`config.mk`:
```
export PLATFORM = sky130hd
export DESIGN_NAME = sensor_report_stream_parser
export DESIGN_NICKNAME = d
export VERILOG_FILES = /design/src/hdl/srsp_pkg.sv /design/src/hdl/srsp_input_stage.sv /design/src/hdl/srsp_parse_core.sv /design/src/hdl/srsp_result_stage.sv /design/src/hdl/sensor_report_stream_parser.sv
export SDC_FILE = /design/constraint.sdc
export NUM_CORES = 1
export LEC_CHECK = 0
export ABC_AREA = 1
export BUFFER_PORTS_ARGS = -buffer_cell sky130_fd_sc_hd__buf_4
export CORE_ASPECT_RATIO = 2
export CORE_MARGIN = 4
export CORE_UTILIZATION = 50
export CTS_CLUSTER_DIAMETER = 80
export DETAILED_ROUTE_END_ITERATION = 10
export GPL_TIMING_DRIVEN = 0
export PLACE_DENSITY = 0.7
export SYNTH_ARGS = -nofsm -noshare
export SYNTH_HDL_FRONTEND = slang
export SYNTH_SLANG_ARGS = --single-unit
```
`constraint.sdc`:
```
create_clock -name clk -period 9.77 [get_ports clk]
set_clock_uncertainty 0.1 [all_clocks]
set_input_delay 0.977 -clock clk [delete_from_list [all_inputs] [get_ports clk]]
set_output_delay 0.977 -clock clk [all_outputs]
set_load 0.05 [all_outputs]
```
`src/hdl/srsp_pkg.sv`:
```
// Shared types, report id codes and report size / kind tables for the
// sensor report stream parser. No dependencies.
`default_nettype none

package srsp_pkg;

    localparam int DEF_MAX_REPORT_BYTES = 14;

    localparam int SIZE_W = 4;
    localparam int KIND_W = 3;

    localparam logic [7:0] ID_TIMESTAMP = 8'hFB;
    localparam logic [2:0] TS_SKIP_BYTES = 3'd4;
    localparam logic [1:0] ACCURACY_MASK = 2'h3;

    localparam logic [7:0] ID_ACCEL     = 8'h01;
    localparam logic [7:0] ID_GYRO      = 8'h02;
    localparam logic [7:0] ID_MAG       = 8'h03;
    localparam logic [7:0] ID_LIN_ACCEL = 8'h04;
    localparam logic [7:0] ID_ROT_VEC   = 8'h05;
    localparam logic [7:0] ID_GRAVITY   = 8'h06;
    localparam logic [7:0] ID_GAME_ROT  = 8'h08;
    localparam logic [7:0] ID_GEO_ROT   = 8'h09;
    localparam logic [7:0] ID_TAP       = 8'h0E;
    localparam logic [7:0] ID_STEP_DET  = 8'h0F;
    localparam logic [7:0] ID_STEP_CNT  = 8'h10;
    localparam logic [7:0] ID_SIG_MOT   = 8'h11;
    localparam logic [7:0] ID_STAB_CLS  = 8'h13;
    localparam logic [7:0] ID_SHAKE     = 8'h14;
    localparam logic [7:0] ID_FLIP      = 8'h15;

    localparam logic [SIZE_W-1:0] SIZE_LONG     = 4'd14;
    localparam logic [SIZE_W-1:0] SIZE_GAME     = 4'd12;
    localparam logic [SIZE_W-1:0] SIZE_EVENT    = 4'd6;
    localparam logic [SIZE_W-1:0] SIZE_SIG_MOT  = 4'd5;
    localparam logic [SIZE_W-1:0] SIZE_ID_ONLY  = 4'd1;
    localparam logic [SIZE_W-1:0] SIZE_UNKNOWN  = 4'd0;

    localparam logic [KIND_W-1:0] KIND_NONE      = 3'd0;
    localparam logic [KIND_W-1:0] KIND_GAME_ROT  = 3'd1;
    localparam logic [KIND_W-1:0] KIND_ROT_VEC   = 3'd2;
    localparam logic [KIND_W-1:0] KIND_ACCEL     = 3'd3;
    localparam logic [KIND_W-1:0] KIND_GYRO      = 3'd4;
    localparam logic [KIND_W-1:0] KIND_MAG       = 3'd5;
    localparam logic [KIND_W-1:0] KIND_LIN_ACCEL = 3'd6;
    localparam logic [KIND_W-1:0] KIND_GRAVITY   = 3'd7;

    typedef struct packed {
        logic [7:0] data_byte;
        logic [7:0] channel_number;
        logic       first_of_packet;
        logic       last_of_packet;
    } in_item_t;

    typedef struct packed {
        logic [KIND_W-1:0]  report_kind;
        logic [7:0]         sequence_number;
        logic [1:0]         accuracy_status;
        logic signed [15:0] x_value;
        logic signed [15:0] y_value;
        logic signed [15:0] z_value;
        logic signed [15:0] real_value;
        logic signed [15:0] heading_accuracy;
        logic               packet_done;
        logic               any_report_found;
    } result_t;

    function automatic logic [SIZE_W-1:0] size_of_id(input logic [7:0] id);
        logic [SIZE_W-1:0] sz;
        case (id) inside
            ID_GAME_ROT, ID_GEO_ROT: sz = SIZE_GAME;
            ID_ACCEL, ID_GYRO, ID_MAG, ID_LIN_ACCEL, ID_ROT_VEC, ID_GRAVITY: sz = SIZE_LONG;
            ID_TAP, ID_STEP_DET, ID_STEP_CNT: sz = SIZE_EVENT;
            ID_SIG_MOT: sz = SIZE_SIG_MOT;
            ID_STAB_CLS, ID_SHAKE, ID_FLIP: sz = SIZE_ID_ONLY;
            default: sz = SIZE_UNKNOWN;
        endcase
        return sz;
    endfunction

    function automatic logic [KIND_W-1:0] kind_of_id(input logic [7:0] id);
        logic [KIND_W-1:0] k;
        case (id)
            ID_GAME_ROT:  k = KIND_GAME_ROT;
            ID_ROT_VEC:   k = KIND_ROT_VEC;
            ID_ACCEL:     k = KIND_ACCEL;
            ID_GYRO:      k = KIND_GYRO;
            ID_MAG:       k = KIND_MAG;
            ID_LIN_ACCEL: k = KIND_LIN_ACCEL;
            ID_GRAVITY:   k = KIND_GRAVITY;
            default:      k = KIND_NONE;
        endcase
        return k;
    endfunction

endpackage

`default_nettype wire

```
`src/hdl/srsp_input_stage.sv`:
```
// Input register of the parser: captures one byte beat and holds it
// until the parse stage takes it. Depends on srsp_pkg.
`default_nettype none

module srsp_input_stage
    import srsp_pkg::*;
(
    input  wire logic     clk,
    input  wire logic     rst_n,
    input  wire logic     in_valid,
    output logic          in_stall,
    input  wire in_item_t in_item,
    input  wire logic     advance,
    output logic          held_valid,
    output in_item_t      held_item
);

    logic     valid_reg;
    logic     valid_next;
    in_item_t item_reg;
    logic     load;

    // a held beat that cannot move on blocks the next one
    assign in_stall   = valid_reg && !advance;
    assign load       = in_valid && !in_stall;
    assign valid_next = load ? 1'b1 : (advance ? 1'b0 : valid_reg);

    always_ff @(posedge clk or negedge rst_n)
    begin
        if (!rst_n)
        begin
            valid_reg <= 1'b0;
        end
        else
        begin
            valid_reg <= valid_next;
        end
    end

    always_ff @(posedge clk)
    begin
        if (load)
        begin
            item_reg <= in_item;
        end
    end

    assign held_valid = valid_reg;
    assign held_item  = item_reg;

endmodule

`default_nettype wire

```
`src/hdl/srsp_parse_core.sv`:
```
// Per-byte parse logic and packet / report state of the parser, including
// the report byte store. Depends on srsp_pkg.
`default_nettype none

module srsp_parse_core
    import srsp_pkg::*;
#(
    parameter int MAX_REPORT_BYTES = DEF_MAX_REPORT_BYTES
)
(
    input  wire logic       clk,
    input  wire logic       rst_n,
    input  wire logic       fire,
    input  wire in_item_t   item,
    input  wire logic [7:0] channel_mask,
    output logic            have_result,
    output result_t         result
);

    localparam int STORE_DEPTH = MAX_REPORT_BYTES - 1;
    localparam int IDX_W       = $clog2(STORE_DEPTH);
    localparam int POS_W       = $clog2(MAX_REPORT_BYTES + 1);

    logic [2:0]        skip_reg, skip_next;
    logic [POS_W-1:0]  pos_reg, pos_next;
    logic [SIZE_W-1:0] size_reg, size_next;
    logic [7:0]        code_reg, code_next;
    logic              halted_reg, halted_next;
    logic              accepted_reg, accepted_next;
    logic              found_reg, found_next;

    logic [7:0]        store_reg [STORE_DEPTH];
    logic [7:0]        view [STORE_DEPTH];
    logic              wr_en;
    logic [IDX_W-1:0]  wr_idx;
    logic              finish;
    logic              have_report;
    logic [KIND_W-1:0] kind;
    logic [SIZE_W-1:0] sz;
    logic [7:0]        b;

    assign b      = item.data_byte;
    assign wr_idx = IDX_W'(pos_reg - 1'b1);
    assign sz     = size_of_id(b);

    always_comb
    begin
        skip_next     = skip_reg;
        pos_next      = pos_reg;
        size_next     = size_reg;
        code_next     = code_reg;
        halted_next   = halted_reg;
        accepted_next = accepted_reg;
        found_next    = found_reg;
        wr_en         = 1'b0;
        finish        = 1'b0;
        have_report   = 1'b0;
        kind          = KIND_NONE;

        if (item.first_of_packet)
        begin
            skip_next     = '0;
            pos_next      = '0;
            size_next     = '0;
            halted_next   = 1'b0;
            found_next    = 1'b0;
            accepted_next = (item.channel_number[7:3] == 5'd0)
                            && channel_mask[item.channel_number[2:0]];
        end

        if (item.first_of_packet && accepted_next && b == ID_TIMESTAMP)
        begin
            skip_next = TS_SKIP_BYTES;
        end
        else if (accepted_next && !halted_next)
        begin
            if (skip_next != 3'd0)
            begin
                skip_next = skip_next - 3'd1;
            end
            else if (pos_next == '0)
            begin
                if (sz == SIZE_UNKNOWN)
                begin
                    halted_next = 1'b1;
                end
                else
                begin
                    code_next = b;
                    size_next = sz;
                    pos_next  = POS_W'(1);
                    finish    = (sz == SIZE_ID_ONLY);
                end
            end
            else
            begin
                wr_en    = (pos_next <= POS_W'(STORE_DEPTH));
                pos_next = pos_next + 1'b1;
                finish   = (pos_next >= POS_W'(size_next));
            end
        end

        if (finish)
        begin
            kind     = kind_of_id(code_next);
            pos_next = '0;
            if (kind != KIND_NONE)
            begin
                have_report = 1'b1;
                found_next  = 1'b1;
            end
        end

        result = '0;
        if (have_report)
        begin
            result.report_kind     = kind;
            result.sequence_number = view[0];
            result.accuracy_status = view[1][1:0] & ACCURACY_MASK;
            result.x_value         = {view[4], view[3]};
            result.y_value         = {view[6], view[5]};
            result.z_value         = {view[8], view[7]};
            if (kind == KIND_GAME_ROT || kind == KIND_ROT_VEC)
            begin
                result.real_value = {view[10], view[9]};
            end
            if (kind == KIND_ROT_VEC)
            begin
                result.heading_accuracy = {view[12], view[11]};
            end
        end

        have_result = have_report;
        if (item.last_of_packet)
        begin
            result.packet_done      = 1'b1;
            result.any_report_found = found_next;
            accepted_next           = 1'b0;
            halted_next             = 1'b0;
            skip_next               = '0;
            pos_next                = '0;
            found_next              = 1'b0;
            have_result             = 1'b1;
        end
    end

    // the byte that completes a report is read straight from the input
    for (genvar i = 0; i < STORE_DEPTH; i++)
    begin : g_view
        assign view[i] = (wr_en && wr_idx == IDX_W'(i)) ? b : store_reg[i];
    end

    always_ff @(posedge clk)
    begin
        if (fire && wr_en)
        begin
            store_reg[wr_idx] <= b;
        end
    end

    always_ff @(posedge clk or negedge rst_n)
    begin
        if (!rst_n)
        begin
            skip_reg     <= '0;
            pos_reg      <= '0;
            size_reg     <= '0;
            code_reg     <= '0;
            halted_reg   <= 1'b0;
            accepted_reg <= 1'b0;
            found_reg    <= 1'b0;
        end
        else if (fire)
        begin
            skip_reg     <= skip_next;
            pos_reg      <= pos_next;
            size_reg     <= size_next;
            code_reg     <= code_next;
            halted_reg   <= halted_next;
            accepted_reg <= accepted_next;
            found_reg    <= found_next;
        end
    end

endmodule

`default_nettype wire

```
`src/hdl/srsp_result_stage.sv`:
```
// Result register of the parser: holds one result beat until the
// receiver takes it. Depends on srsp_pkg.
`default_nettype none

module srsp_result_stage
    import srsp_pkg::*;
(
    input  wire logic    clk,
    input  wire logic    rst_n,
    input  wire logic    fire,
    input  wire logic    have_result,
    input  wire result_t result,
    output logic         can_load,
    input  wire logic    out_stall,
    output logic         out_valid,
    output result_t      out_result
);

    logic    valid_reg;
    logic    valid_next;
    result_t result_reg;

    assign can_load   = !valid_reg || !out_stall;
    assign valid_next = can_load ? (fire && have_result) : valid_reg;

    always_ff @(posedge clk or negedge rst_n)
    begin
        if (!rst_n)
        begin
            valid_reg <= 1'b0;
        end
        else
        begin
            valid_reg <= valid_next;
        end
    end

    always_ff @(posedge clk)
    begin
        if (fire && have_result)
        begin
            result_reg <= result;
        end
    end

    assign out_valid  = valid_reg;
    assign out_result = result_reg;

endmodule

`default_nettype wire

```
`src/hdl/sensor_report_stream_parser.sv`:
```
// Top level of the sensor report stream parser: input register, parse core
// and result register, plus the channel mask register.
// Depends on srsp_pkg, srsp_input_stage, srsp_parse_core, srsp_result_stage.
//
// Usage:
//   Input channel: one payload byte per beat with its channel number and
//   first / last packet marks; a beat is taken when in_valid is high and
//   in_stall is low.
//   Output channel: one result beat per decoded sensor report and one on
//   every packet's last byte (a report completed by that byte is merged
//   into it); taken when out_valid is high and out_stall is low.
//   Config channel: cfg_data writes the accepted channel mask when
//   cfg_valid and cfg_ready are high; cfg_ready is always high. Write only
//   while no beats are in flight.
//   A result passes the input register, then the result register.
//   Rate: one byte per cycle if out_stall is low, set by the single parse stage.
//   Reset: all packet state is cleared and the mask returns to 0x38.
//   When the receiver stalls with a result waiting, one more input beat is
//   held in the input register, then in_stall rises until the result is taken.
`default_nettype none

module sensor_report_stream_parser
    import srsp_pkg::*;
#(
    parameter int MAX_REPORT_BYTES = DEF_MAX_REPORT_BYTES
)
(
    input  wire logic              clk,
    input  wire logic              rst_n,
    input  wire logic              in_valid,
    output logic                   in_stall,
    input  wire logic [7:0]        data_byte,
    input  wire logic [7:0]        channel_number,
    input  wire logic              first_of_packet,
    input  wire logic              last_of_packet,
    input  wire logic              cfg_valid,
    output logic                   cfg_ready,
    input  wire logic [7:0]        cfg_data,
    output logic                   out_valid,
    input  wire logic              out_stall,
    output logic [2:0]             report_kind,
    output logic [7:0]             sequence_number,
    output logic [1:0]             accuracy_status,
    output logic signed [15:0]     x_value,
    output logic signed [15:0]     y_value,
    output logic signed [15:0]     z_value,
    output logic signed [15:0]     real_value,
    output logic signed [15:0]     heading_accuracy,
    output logic                   packet_done,
    output logic                   any_report_found
);

    localparam logic [7:0] MASK_RESET = 8'h38;

    logic [7:0] mask_reg;
    in_item_t   in_item;
    in_item_t   held_item;
    logic       held_valid;
    logic       can_load;
    logic       fire;
    logic       have_result;
    result_t    core_result;
    result_t    out_result;

    assign cfg_ready = 1'b1;

    always_ff @(posedge clk or negedge rst_n)
    begin
        if (!rst_n)
        begin
            mask_reg <= MASK_RESET;
        end
        else if (cfg_valid && cfg_ready)
        begin
            mask_reg <= cfg_data;
        end
    end

    assign in_item.data_byte       = data_byte;
    assign in_item.channel_number  = channel_number;
    assign in_item.first_of_packet = first_of_packet;
    assign in_item.last_of_packet  = last_of_packet;

    // the held beat is parsed once the result register can take its outcome
    assign fire = held_valid && can_load;

    srsp_input_stage u_input (
        .clk        (clk),
        .rst_n      (rst_n),
        .in_valid   (in_valid),
        .in_stall   (in_stall),
        .in_item    (in_item),
        .advance    (can_load),
        .held_valid (held_valid),
        .held_item  (held_item)
    );

    srsp_parse_core #(
        .MAX_REPORT_BYTES (MAX_REPORT_BYTES)
    ) u_core (
        .clk          (clk),
        .rst_n        (rst_n),
        .fire         (fire),
        .item         (held_item),
        .channel_mask (mask_reg),
        .have_result  (have_result),
        .result       (core_result)
    );

    srsp_result_stage u_result (
        .clk         (clk),
        .rst_n       (rst_n),
        .fire        (fire),
        .have_result (have_result),
        .result      (core_result),
        .can_load    (can_load),
        .out_stall   (out_stall),
        .out_valid   (out_valid),
        .out_result  (out_result)
    );

    assign report_kind      = out_result.report_kind;
    assign sequence_number  = out_result.sequence_number;
    assign accuracy_status  = out_result.accuracy_status;
    assign x_value          = out_result.x_value;
    assign y_value          = out_result.y_value;
    assign z_value          = out_result.z_value;
    assign real_value       = out_result.real_value;
    assign heading_accuracy = out_result.heading_accuracy;
    assign packet_done      = out_result.packet_done;
    assign any_report_found = out_result.any_report_found;

    // a parsed last byte always shows up as a packet-end beat
    a_last_gives_done: assert property (@(posedge clk) disable iff (!rst_n)
        fire && held_item.last_of_packet |=> out_valid && packet_done)
        else $error("last byte parsed without a packet-end beat");

    a_found_only_at_end: assert property (@(posedge clk) disable iff (!rst_n)
        out_valid && any_report_found |-> packet_done)
        else $error("report-found flag outside a packet-end beat");

    a_empty_only_at_end: assert property (@(posedge clk) disable iff (!rst_n)
        out_valid && report_kind == KIND_NONE |-> packet_done)
        else $error("report-less beat that is not a packet end");

    // a beat parsed with no result leaves the output register empty
    a_no_phantom: assert property (@(posedge clk) disable iff (!rst_n)
        fire && !have_result |=> !out_valid)
        else $error("result beat appeared without a parsed result");

endmodule

`default_nettype wire

```
* Yosys cells after proc, flatten, opt, wreduce, memory -nomap -nowiden
Memories as Yosys holds them, arrays and structs flattened. A register that Yosys moved wholly into a read port is not among the register bits.
Cells that the tools add are included.
** Word-level totals
- Bits in registers :: 57
- Memory bits (writable) :: 104
- Input port bits :: 31
- Output and inout port bits :: 98
- Word-level logic and storage cells :: 157
- Memories kept :: 1
** Cells by class
- Add/sub/neg operators :: 3
- $lt $le $gt $ge :: 3
- Equal/unequal tests :: 27
- Multiplexer cells :: 65
- Reductions and logical operators :: 40
** Memory list
- u_core.store_reg :: words 13, width 8, rd ports 12, clocked after Yosys merged registers in 11, wr ports 1, line srsp_parse_core.sv:32 : logic [7:0] store_reg [STORE_DEPTH];
** Operators by type and width (number)
- $mux W4 :: 18
- $eq A8 B3 Y1 const B :: 6
- $eq A8 B4 Y1 const B :: 5
- $eq A8 B5 Y1 const B :: 5
- $mux W8 :: 5
- $eq A8 B2 Y1 const B :: 4
- $mux W1 :: 31
- $mux W3 :: 7
- $pmux W3 S7 :: 1
- $eq A8 B1 Y1 const B :: 2
- $logic_not A1 Y1 :: 16
- $logic_and A1 B1 Y1 :: 10
- $eq A4 B1 Y1 const B :: 2
- $eq A8 B8 Y1 const B :: 1
- $logic_not A4 Y1 :: 2
- $reduce_bool A3 Y1 :: 2
- $reduce_or A3 Y1 :: 2
- $reduce_or A6 Y1 :: 1
- $logic_not A5 Y1 :: 1
- $add A4 B1 Y4 const B :: 1
- $ge A4 B4 Y1 :: 1
- $le A4 B4 Y1 const B :: 1
- $lt A3 B4 Y1 const B :: 1
- $mux W2 :: 2
- other kinds (9) :: 11

* Logic depth before layout (Yosys ltp)
- Word-level depth :: 21
- Mapped depth :: 21
- Mapped depth without buffers :: 20

* Cells and area by module
A second synthesis with hierarchy kept.
** Unflattened totals
- Cells, all modules :: 963
- Area, all modules :: 10248.6 um^2
** Modules (own cells, without submodules)
- srsp_parse_core :: times used 1, cells each 800, area each 6424.9 um^2, seq. area each 3253.1 um^2
- srsp_result_stage :: times used 1, cells each 100, area each 2897.8 um^2, seq. area each 2877.8 um^2
- srsp_input_stage :: times used 1, cells each 25, area each 598.1 um^2, seq. area each 565.5 um^2
- sensor_report_stream_parser :: times used 1, cells each 38, area each 327.8 um^2, seq. area each 203.9 um^2

* Worst setup path before layout
OpenSTA, ideal clock, no wires.
- Path kind :: register -> register
- Start :: reg u_core.pos_reg[0]
- End :: reg u_result.result_reg (netlist bit u_result.out_result[0]), enable pin
- Library setup time :: 449 ps
- Arrival :: 4115 ps
- Slack :: 5107 ps
- Cell stages (with the launch flop) :: 16
- Path buffers :: 0
- Cells stage by stage :: dfrtp_1 -> inv_1 -> nor2_1 -> inv_1 -> ha_1 -> ha_1 -> o21ai_0 -> inv_1 -> o21ai_0 -> nand2_1 -> a211oi_1 -> nor4_4 -> o21ai_2 -> nand2_1 -> nand2_1 -> inv_1
** Between the ends
- Word-level cells in the longest chain between the ends :: 14
- Elaborated cells on any way between the ends :: 26
- Those cells by class :: add/sub (1); order compare (1); eq/ne (7); mux (14); reduce/logical (3)
** RTL lines
- start, declared :: line srsp_parse_core.sv:25 : logic [POS_W-1:0] pos_reg, pos_next;
- start signal, assigned :: line srsp_parse_core.sv:176 : pos_reg <= pos_next;
- $mux W4 * :: line srsp_parse_core.sv:60 : if (item.first_of_packet)
- $logic_not A4 Y1 :: line srsp_parse_core.sv:81 : else if (pos_next == '0)
- $mux W8 :: line srsp_parse_core.sv:81
- $mux W8 :: line srsp_parse_core.sv:77 : if (skip_next != 3'd0)
- $mux W8 :: line srsp_parse_core.sv:75 : else if (accepted_next && !halted_next)
- $mux W8 :: line srsp_parse_core.sv:71 : if (item.first_of_packet && accepted_next && b == ID_TIMESTAMP)
- $eq A8 B3 Y1 (tied with other cells) :: line srsp_pkg.sv:83 : case (id)
- $pmux W3 S7 :: line srsp_pkg.sv:83
- $mux W3 :: line srsp_parse_core.sv:103 : if (finish)
- $reduce_bool A3 Y1 :: line srsp_parse_core.sv:107 : if (kind != KIND_NONE)
- $mux W1 :: line srsp_parse_core.sv:107
- $mux W1 * :: line srsp_parse_core.sv:103
- $mux W1 * :: line srsp_parse_core.sv:134 : if (item.last_of_packet)
- $logic_and A1 B1 Y1 * :: line srsp_result_stage.sv:40 : if (fire && have_result)
- end signal, assigned :: line srsp_result_stage.sv:42 : result_reg <= result;
- end, declared :: line srsp_result_stage.sv:21 : result_t result_reg;
Every way passes the cells marked *; elsewhere a longest branch is shown, timed or not. The select of a mux whose other input is x is not followed.
A chain may end at the register's enable or synchronous reset.

* Worst setup path in the final report
- Start :: reg u_input.item_reg (netlist bit u_input.held_item[11])
- End :: reg, netlist name u_result.out_result[33]
** Between the ends
- Word-level cells in the longest chain between the ends :: 21
- Elaborated cells on any way between the ends :: 58
- Those cells by class :: eq/ne (26); mux (21); reduce/logical (11)
** RTL lines
- start, declared :: line srsp_input_stage.sv:20 : in_item_t item_reg;
- start signal, assigned :: line srsp_input_stage.sv:44 : item_reg <= in_item;
- $eq A8 B5 Y1 :: line srsp_parse_core.sv:44 : assign sz = size_of_id(b);
- $reduce_or A3 Y1 :: line srsp_pkg.sv:70 : case (id) inside
- $mux W1 :: line srsp_pkg.sv:70
- $mux W4 (4 in a row) :: line srsp_pkg.sv:70
- $logic_not A4 Y1 :: line srsp_parse_core.sv:83 : if (sz == SIZE_UNKNOWN)
- $mux W8 :: line srsp_parse_core.sv:83
- $mux W8 :: line srsp_parse_core.sv:81
- $mux W8 :: line srsp_parse_core.sv:77
- [... 2 more ...]
- $eq A8 B3 Y1 (tied with other cells) :: line srsp_pkg.sv:83
- $pmux W3 S7 :: line srsp_pkg.sv:83
- $mux W3 :: line srsp_parse_core.sv:103
- $reduce_bool A3 Y1 or $mux W3 (tied branches) :: line srsp_parse_core.sv:107, srsp_parse_core.sv:103
- $mux W1 (tied with other cells) :: line srsp_parse_core.sv:107
- $mux W1 or $logic_or A1 B1 Y1 (tied branches) :: line srsp_parse_core.sv:103, srsp_parse_core.sv:123
- $mux W1 or $reduce_and A2 Y1 (tied branches)
- $logic_and A1 B1 Y1 or $logic_not A1 Y1 (tied branches)
Several ways; a longest one is shown, not always the timed one. The select of a mux whose other input is x is not followed.

==> flow_metrics.tcl <==
set metrics [dict create \
    detail_route.drc_violations 0 \
    area_growth_syn_to_layout_pct 19.7 \
    clockPowerShare_pct 37.9 \
    postRouteWirelength_um 23500 \
    p_total_mw 2.33 \
    post_synth_most_frequent_cells "sky130_fd_sc_hd__nand2_1 (270), sky130_fd_sc_hd__edfxtp_1 (203), sky130_fd_sc_hd__inv_1 (68)" \
    die_width_um 110 \
    clock-root-buffer "sky130_fd_sc_hd__clkbuf_16" \
    synth.area.top_cells "sky130_fd_sc_hd__edfxtp_1 (59%), sky130_fd_sc_hd__nand2_1 (9.8%), sky130_fd_sc_hd__dfrtp_1 (7.0%)" \
    cp.arrival_ps 4320 \
    min_path_type "in2async" \
    r2r_end "u_result.out_result[33]$_SDFFCE_PN0P_" \
    average_size_of_a_mapped_cell_um2 11.6 \
    critPathRequiredTime_ps 9850 \
    rsz0062_at_grt "no" \
    flip_flop_count_of_the_largest_register_after_layout 95 \
    vias_in_the_first_global_route 6751 \
    synth_sequential_area_ratio_pct 66.6 \
    grt_pass1_wl_um 36100 \
    postSynthCellCount 896 \
    postCtsHoldBufs 0 \
    timing.slew.headroom_pct 24.9 \
    r2r_cells 21 \
    setup.worst_path.class "reg2reg" \
    post_cts_buffers 0 \
    route.vias.total 7009 \
    yosysUniqueCellTypes 48 \
    fill_cells 1691 \
    placeableCoreArea_um2 20400 \
    postSynth.asyncResetShare_pct 13.6 \
    power.sequential.fraction_pct 49.9 \
    synth-main-ff-cell "sky130_fd_sc_hd__edfxtp_1" \
    gp_congestion 0.933 \
    critPathBufInv 3 \
    hpwl_um 16500 \
    cpLargestDelayFamily "simple AND/OR/NAND/NOR gates" \
    fin_crit_ps 4240 \
    timing.final.setup_violations 0 \
    p_sw_uw 595 \
    yosysTopAreaCell "sky130_fd_sc_hd__edfxtp_1" \
    crit_chain "inv_2 -> nand2_1 -> nand2_1 -> nand2_1 -> nand2_1 -> nand3_1 -> nor2_1 -> nand3_1 -> nand2_1 -> nor2_1 -> nand2_1 -> nand2_1 -> nand2_1 -> nor2_1 -> nand2_2 -> nand2_1 -> o21ai_2 -> nand2_1 -> nand2_1 -> inv_4 -> buf_16" \
    synth-warning-count 0 \
    worst_setup_path_end_kind "register" \
    clockBufferDepth 3 \
    fin_hold_ws_ps 289 \
    rows 74 \
    finalMaxSlewViolations 0 \
    place.port_buffers 126 \
    grt_max_degree 74 \
    critical_path.max_fanout 73 \
    layout-drive-gt1-share_pct 26.2 \
    cap_viol_max_count 0 \
    pwr-share-comb_pct 12.2 \
    clk_latency_worst_skew_pair_ps 520 \
    ys_seq_elements 235 \
    die_y_um 212 \
    wire_per_inst_um 17.7 \
    layout.nets 1087 \
    synth_area_um2 10400 \
    most_frequently_used_cell_type_in_the_post_synthesis_netlist "sky130_fd_sc_hd__nand2_1" \
    vdd.ir_drop.worst_mv 0.149 \
    numCtsBuffers 21 \
    worstReg2RegStart "u_input.held_item[11]$_DFFE_PP_" \
    timing.final.crit_share_pct 43.4 \
    cts_repair_resize_count 0 \
    setup.reg_to_reg.worst_slack_ps 5530 \
    via_per_inst 5.29 \
    initialDrtViolationCount 369 \
    cts_tree "built" \
    overflow 0 \
    drt.antenna.violating_nets 0 \
    result_of_the_run "completed" \
    crit_top_cell "sky130_fd_sc_hd__nand2_1" \
    setup-tns-final_ps 0 \
    die_area_um2 23200 \
    antenna-diode-count 0 \
    switching_share_pct 25.5 \
    delay_of_the_slowest_cell_on_the_worst_path_ps 880 \
    synth_enable_flop_cells 203 \
    synth_largest_type_area_fraction_pct 58.8 \
    tightest_slew_ps 1120 \
    cellLeakagePower_nw 4.97 \
    floorplan.initialDensity_pct 50.9 \
    synth.net_count 937 \
    io_pins 129 \
    cts-htree-levels 1 \
    max_freq_mhz 236 \
    p_int_mw 1.74 \
    grt_usage_pct 20.6 \
    clock_tree_sinks 235 \
    length_of_the_first_detailed_routing_pass_in_iterations 7 \
    clkTransAtPathRegs_ps 70 \
    setup.worst_path.start_class "register" \
    hold_viol_final 0 \
    power.density_nw_per_um2 188 \
    critical-path-slowest-cell "sky130_fd_sc_hd__edfxtp_1" \
    antenna_found_initial 0 \
]
## cell families (layout without fill, tap and decap cells)
family                   Yosys count  in the layout  synth area share, %
multiplexers                       8              8                0.869
AO/OA/AOI/OAI                    154            154                 9.19
adder cells (fa/ha/maj)           10             10                 1.21
other                              1              1               0.0362
AND/OR/NAND/NOR                  374            374                 17.1
XOR/XNOR                           2              2                0.169
flip-flops                       235            235                 66.6
buffers and inverters            112            276                 4.87
## metal layers
layer  routed length [µm]  GRT usage [%]
met1                 7940           21.4
met2                13500           40.3
met3                 1200           2.14
met4                  855           8.78
met5                    0              0
## power by group through the flow
| stage | logic (mW) | registers [mW] | clock network, mW |
|---|---|---|---|
| after floorplan | 0.125 | 1.25 | 0 |
| after global placement | 0.278 | 1.19 | 0 |
| after detailed placement | 0.286 | 1.19 | 0 |
| after CTS | 0.287 | 1.16 | 0.900 |
| after global routing | 0.309 | 1.17 | 0.935 |
| final | 0.285 | 1.16 | 0.886 |
## cell type report
class,instances,area (µm²),share of cell area (%)
inverters,85,332,2.67
flip-flops and latches,235,6900,55.6
multi-input cells,549,2960,23.9
repair buffers,127,973,7.85
clock inverters,14,198,1.59
plain buffers,27,175,1.41
clock buffers,23,533,4.30
well taps,266,333,2.68
## worst max-delay path by stage
stage                                    start                                    end  slack (ps)  cells past startpoint
2_1_floorplan    u_core.pos_reg[0]$_DFFE_PN0P_   u_result.out_result[0]$_SDFFCE_PN0P_        5110                     15
3_3_place_gp   u_input.held_item[11]$_DFFE_PP_  u_result.out_result[94]$_SDFFCE_PN0P_        3660                     20
3_5_place_dp   u_input.held_item[11]$_DFFE_PP_  u_result.out_result[18]$_SDFFCE_PN0P_        5580                     21
4_1_cts        u_input.held_item[11]$_DFFE_PP_  u_result.out_result[22]$_SDFFCE_PN0P_        5570                     21
5_1_grt        u_input.held_item[13]$_DFFE_PP_  u_result.out_result[33]$_SDFFCE_PN0P_        5250                     19
6_report       u_input.held_item[11]$_DFFE_PP_  u_result.out_result[33]$_SDFFCE_PN0P_        5530                     21
## per-stage QoR
stage / std cells / setup slack (ps) / cell area [µm²] / util (%)
after floorplan: 896 / 5110 / 10400 / -
after detailed placement: 1289 / 5580 / 11700 / 57.3
after CTS: 1326 / 5570 / 12400 / 60.9
after global placement: 1288 / 3660 / 11600 / 57.1
after global routing: 1326 / 5250 / 12400 / 60.9
final: 1326 / 5530 / 12400 / 60.9
## cell usage in the layout, fill, tap and decap left out, drive strengths merged, types with 5 or more instances in the layout
cell type | netlist | routed
bufinv | 0 | 5
mux2 | 8 | 8
nor3 | 10 | 10
buf | 18 | 145
clkinv | 2 | 9
nand2 | 279 | 279
nand4 | 6 | 6
clkbuf | 9 | 32
edfxtp | 203 | 203
ha | 10 | 10
nor2 | 45 | 45
dfrtp | 29 | 29
nand3 | 26 | 26
inv | 83 | 84
o21ai | 39 | 39
a21oi | 97 | 97
nor4 | 5 | 5
o22ai | 6 | 6
No activity file was read; power rests on OpenSTA's default activity.
